--- config.mk ---
export PLATFORM = sky130hd
export DESIGN_NAME = tdpt_rem
export DESIGN_NICKNAME = d
export VERILOG_FILES = /design/src/tdpt_pkg.sv /design/src/tdpt_rem.sv
export SDC_FILE = /design/constraint.sdc
export NUM_CORES = 1
export LEC_CHECK = 0
export ABC_AREA = 1
export BUFFER_PORTS_ARGS = -buffer_cell sky130_fd_sc_hd__buf_2
export CAP_MARGIN = 25
export CORE_MARGIN = 1
export CORE_UTILIZATION = 40
export CTS_CLUSTER_DIAMETER = 50
export CTS_CLUSTER_SIZE = 20
export DETAILED_ROUTE_END_ITERATION = 8
export PLACE_DENSITY_LB_ADDON = 0.15
export SLEW_MARGIN = 20
export SYNTH_ARGS = -nofsm -noshare
export SYNTH_HDL_FRONTEND = slang
export SYNTH_SLANG_ARGS = --single-unit
--- constraint.sdc ---
create_clock -name clk_i -period 3.8 [get_ports clk_i]
set_input_delay 0.19 -clock clk_i [delete_from_list [all_inputs] [get_ports clk_i]]
set_output_delay 0.19 -clock clk_i [all_outputs]
set_load 0.01 [all_outputs]
--- src/tdpt_pkg.sv ---
`timescale 1ns / 1ps

package tdpt_pkg;

  // Width of the value fields on both channels.
  localparam int unsigned FieldWidth = 32;

  // Operation codes.
  localparam logic OpTest = 1'b0;
  localparam logic OpNext = 1'b1;

  // One input beat.
  typedef struct packed {
    logic                  operation;
    logic [FieldWidth-1:0] value;
  } in_t;

  // One result beat.
  typedef struct packed {
    logic                  is_prime;
    logic [FieldWidth-1:0] prime_value;
    logic                  overflow;
  } out_t;

  // Status of the remainder unit toward the sequencer.
  typedef struct packed {
    logic busy;
    logic done;
    logic zero;
  } rem_status_t;

endpackage

--- src/tdpt_rem.sv ---
`timescale 1ns / 1ps

module tdpt_rem
  import tdpt_pkg::*;
#(
  parameter int unsigned Width = 32
) (
  input  logic             clk_i,
  input  logic             rst_ni,
  input  logic             start_i,
  input  logic [Width-1:0] dividend_i,
  input  logic [Width-1:0] divisor_i,
  output rem_status_t      status_o
);

  localparam int unsigned CntWidth = $clog2(Width + 1);

  logic [Width-1:0]    n_q, n_d;
  logic [Width-1:0]    r_q, r_d;
  logic [Width-1:0]    d_q, d_d;
  logic [CntWidth-1:0] cnt_q, cnt_d;
  logic                busy_q, busy_d;
  logic                done_q, done_d;
  logic [Width:0]      r_shift;
  logic [Width:0]      r_sub;

  // One restoring step: bring in the next dividend bit, subtract if it fits.
  assign r_shift = {r_q, n_q[Width-1]};
  assign r_sub   = r_shift - {1'b0, d_q};

  always_comb begin
    n_d    = n_q;
    r_d    = r_q;
    d_d    = d_q;
    cnt_d  = cnt_q;
    busy_d = busy_q;
    done_d = 1'b0;
    if (start_i) begin
      n_d    = dividend_i;
      r_d    = '0;
      d_d    = divisor_i;
      cnt_d  = CntWidth'(Width);
      busy_d = 1'b1;
    end else if (busy_q) begin
      n_d = {n_q[Width-2:0], 1'b0};
      if (r_shift >= {1'b0, d_q}) begin
        r_d = r_sub[Width-1:0];
      end else begin
        r_d = r_shift[Width-1:0];
      end
      cnt_d = cnt_q - 1'b1;
      if (cnt_q == CntWidth'(1)) begin
        busy_d = 1'b0;
        done_d = 1'b1;
      end
    end
  end

  // Control state resets; the data path does not need to.
  always_ff @(posedge clk_i or negedge rst_ni) begin
    if (!rst_ni) begin
      busy_q <= 1'b0;
      done_q <= 1'b0;
      cnt_q  <= '0;
    end else begin
      busy_q <= busy_d;
      done_q <= done_d;
      cnt_q  <= cnt_d;
    end
  end

  always_ff @(posedge clk_i) begin
    n_q <= n_d;
    r_q <= r_d;
    d_q <= d_d;
  end

  assign status_o.busy = busy_q;
  assign status_o.done = done_q;
  assign status_o.zero = (r_q == '0);

  // The step counter is nonzero exactly while a division runs.
  a_cnt_busy: assert property (@(posedge clk_i) disable iff (!rst_ni)
    busy_q == (cnt_q != '0))
    else $error("remainder counter and busy flag disagree");

  // A finished division leaves the unit idle.
  a_done_idle: assert property (@(posedge clk_i) disable iff (!rst_ni)
    done_q |-> !busy_q)
    else $error("remainder done while still busy");

  // A start is never issued on top of a running division.
  a_no_restart: assert property (@(posedge clk_i) disable iff (!rst_ni)
    busy_q |-> !start_i)
    else $error("remainder unit restarted while busy");

endmodule

==> results.cfg <==
[cts]
numClockSinks = 104
cts_inserted_buffers = 9
htreeDepth = 3
clockBufferDepth = 2
post_cts_buffers = 0
cts_tree = done
clock_latency_ns = 0.37
path_clk_slew_ns = 0.08
cts_root_buffer = clkbuf_16

[global_route]
grt_pass1_wl_um = 28500
grt_pass1_vias = 5897
grt_max_degree = 41
grtUsageTotal_pct = 20.3
antenna_found_initial = 0
gr-total-overflow = 0

[run]
cap_violations = 0

[power]
ir_drop_uv = 244
cellPowerDensity_nw_per_um2 = 333
p_total_mw = 2.66
power_leakage_nw = 4.36

[synth]
netlist_area_um2 = 6890
synth_area_leader_cell = edfxtp_1
synth-edff-count = 64
synth_flop_cell = edfxtp_1
synth-seq-area-share_pct = 40.1
ys_ff_latch = 104
synth_top_area_share_pct = 27.9
synth_area_per_cell_um2 = 6.96
yosys-top-cells-area = edfxtp_1, nand2_1, dfxtp_1
ys_warn_count = 0
async_flop_share_pct = 7.69
syn_inst = 990
synth_nets = 1092
yosysUniqueCellTypes = 34

[route]
avgViaCountPerCell = 4.65
drt_wl_total_um = 16900
drc_errors = 0
drt_iter0_drc = 357
wl_per_cell_um = 12.9
dr.pass1.iters = 5
postRouteAntennaNets = 0
vias = 6068

[setup_path]
cp.arrival_ns = 2.78
path_class = reg2reg
start_kind = flop
timing.rr.end = r_q[4]$_SDFFE_PP0P_
r2r_start = r_q[17]$_SDFFE_PP0P_
path_max_fanout = 20
reg2reg_slack_ns = 1.27
worst_ep_required_time_ns = 4.06
r2r_cells = 12
cp-end-kind = flop

[place]
gp_congestion = 0.886
io_buffers = 69
place_inst = 1259
placed_cell_area_um2 = 7420
hpwl_um = 12300

[finish]
drive_gt1_share_pct = 9.86
postLayoutCoreUtil_pct = 47.9
multi_input_area_um2 = 3410
stdcell_count = 1305
nets = 1182
seq_area_um2 = 2760
fillCellCount = 1737
antenna_cells = 0
final_area_um2 = 8010
syn_to_final_growth_pct = 16.2

[timing]
worst_pin_slew_ns = 0.905
slew_viol_final = 0
period_needed_ns = 2.53
final-setup-viol-count = 0
finalSetupTns_ns = 0
fmax_mhz = 396
rsz0062_at_grt = no
max_slew_margin_pct = 39.5
finClkSkew_ns = 0.0135
min_period_over_period_pct = 66.5
hold_violations = 0

[worst_hold_path]
hold_class = in2reg
holdPathStages = 1
min_to = d_q[15]$_DFFE_PP_
min-delay-start = divisor_i[15]

[floorplan]
die_y_um = 133
core_area_um2 = 16700
die-area_um2 = 17800
start_util_pct = 41.3
dieWidth_um = 133
num_rows = 47
num_io_pins = 70

[run_status]
run_status = finished clean
-- flip-flops by register name, summed over array words and instances (netlist names) --
| register | count |
|---|---|
| r_q | 32 |
| d_q | 32 |
| cnt_q | 6 |
| busy_q | 1 |
| done_q | 1 |
| n_q | 32 |
-- per-stage QoR --
| step | hold WS (ns) | setup slack (ns) |
|---|---|---|
| after floorplan | -0.106 | 1.92 |
| after global placement | 0.0535 | 1.31 |
| after detailed placement | 0.0516 | 1.30 |
| after CTS | 0.000486 | 1.28 |
| after global routing | 0.00262 | 1.05 |
| final | 0.0126 | 1.27 |
-- what timing repair did --
item / CTS / global route
hold endpoints to repair: 37 / 0
hold buffers: 30 / 0
resized for setup: 0 / 0
-- cells in the final DEF, fill, tap and decap left out, types with 3 or more instances in the layout --
master / count
a21oi_1: 23
inv_1: 156
nor2_2: 4
clkbuf_16: 9
nor4_1: 9
buf_4: 4
nand2_2: 4
nand2_4: 3
xnor2_1: 14
nand2_1: 447
inv_6: 4
ha_1: 34
nor3_1: 7
o21ai_0: 6
buf_2: 69
nand3b_1: 40
dfrtp_1: 8
inv_2: 3
edfxtp_1: 64
nand4_1: 4
nor2_1: 43
nand3_1: 51
dlygate4sd3_1: 30
and2_1: 4
dfxtp_1: 32
-- layer usage --
metal | track usage (%) | part of all wire, % | vias up
li1 | - | - | 3248
met1 | 27.2 | 49 | 2666
met2 | 32.5 | 43 | 128
met3 | 3.77 | 5.0 | 26
met4 | 7.83 | 2.5 | 0
met5 | 0 | 0 | -
-- report_power, final --
| part | total, mW | leakage [nW] | switching, mW | internal (mW) |
|---|---|---|---|---|
| clock | 0.930 | 0.140 | 0.469 | 0.461 |
| combinational | 0.404 | 3.20 | 0.238 | 0.166 |
| sequential | 1.33 | 1.02 | 0.0371 | 1.29 |
-- synthesized netlist by cell type, drive strengths merged (4+ instances only) --
cell type	n
nor3	8
nand2	454
nand4	4
dfrtp	8
nand3	52
inv	159
clkbuf	9
and2	4
a21oi	24
ha	34
nand3b	40
buf	15
nor2	48
nor4	9
dfxtp	32
edfxtp	64
xnor2	14
o21ai	6
-- worst max-delay path by stage --
stage	from	to	slack [ns]
after floorplan	n_q[31]$_DFFE_PP_	r_q[24]$_SDFFE_PP0P_	1.92
after global placement	d_q[15]$_DFFE_PP_	r_q[28]$_SDFFE_PP0P_	1.31
after detailed placement	d_q[15]$_DFFE_PP_	r_q[28]$_SDFFE_PP0P_	1.30
after CTS	r_q[26]$_SDFFE_PP0P_	r_q[20]$_SDFFE_PP0P_	1.28
after global routing	d_q[24]$_DFFE_PP_	r_q[18]$_SDFFE_PP0P_	1.05
final	r_q[17]$_SDFFE_PP0P_	r_q[4]$_SDFFE_PP0P_	1.27
-- layout make-up --
class	instances	area share [%]
multi-input combinational	702	42.6
sequential	104	34.5
timing repair buffer	103	8.44
inverter	160	7.50
tap	220	3.44
clock buffer	10	2.86
clock inverter	6	0.688
-- cell families after synthesis --
family          synth area share (%)
simple gates                    38.4
fa+ha+maj                       6.46
compound gates                  2.65
buf+inv                         10.6
flops                           40.1
xor+xnor                        1.78
-- worst max-delay path, stage by stage (launching register included) --
cell	delay [ns]
dfxtp_1	0.45
ha_1	0.34
nand2_1	0.15
nor2_1	0.08
nand2_1	0.10
nor2_2	0.07
nand2_1	0.07
nand2_2	0.07
a21oi_4	0.42
buf_4	0.36
nand3b_1	0.12
nand3_1	0.12
nand2_1	0.05
(Power assumes the default switching activity.)
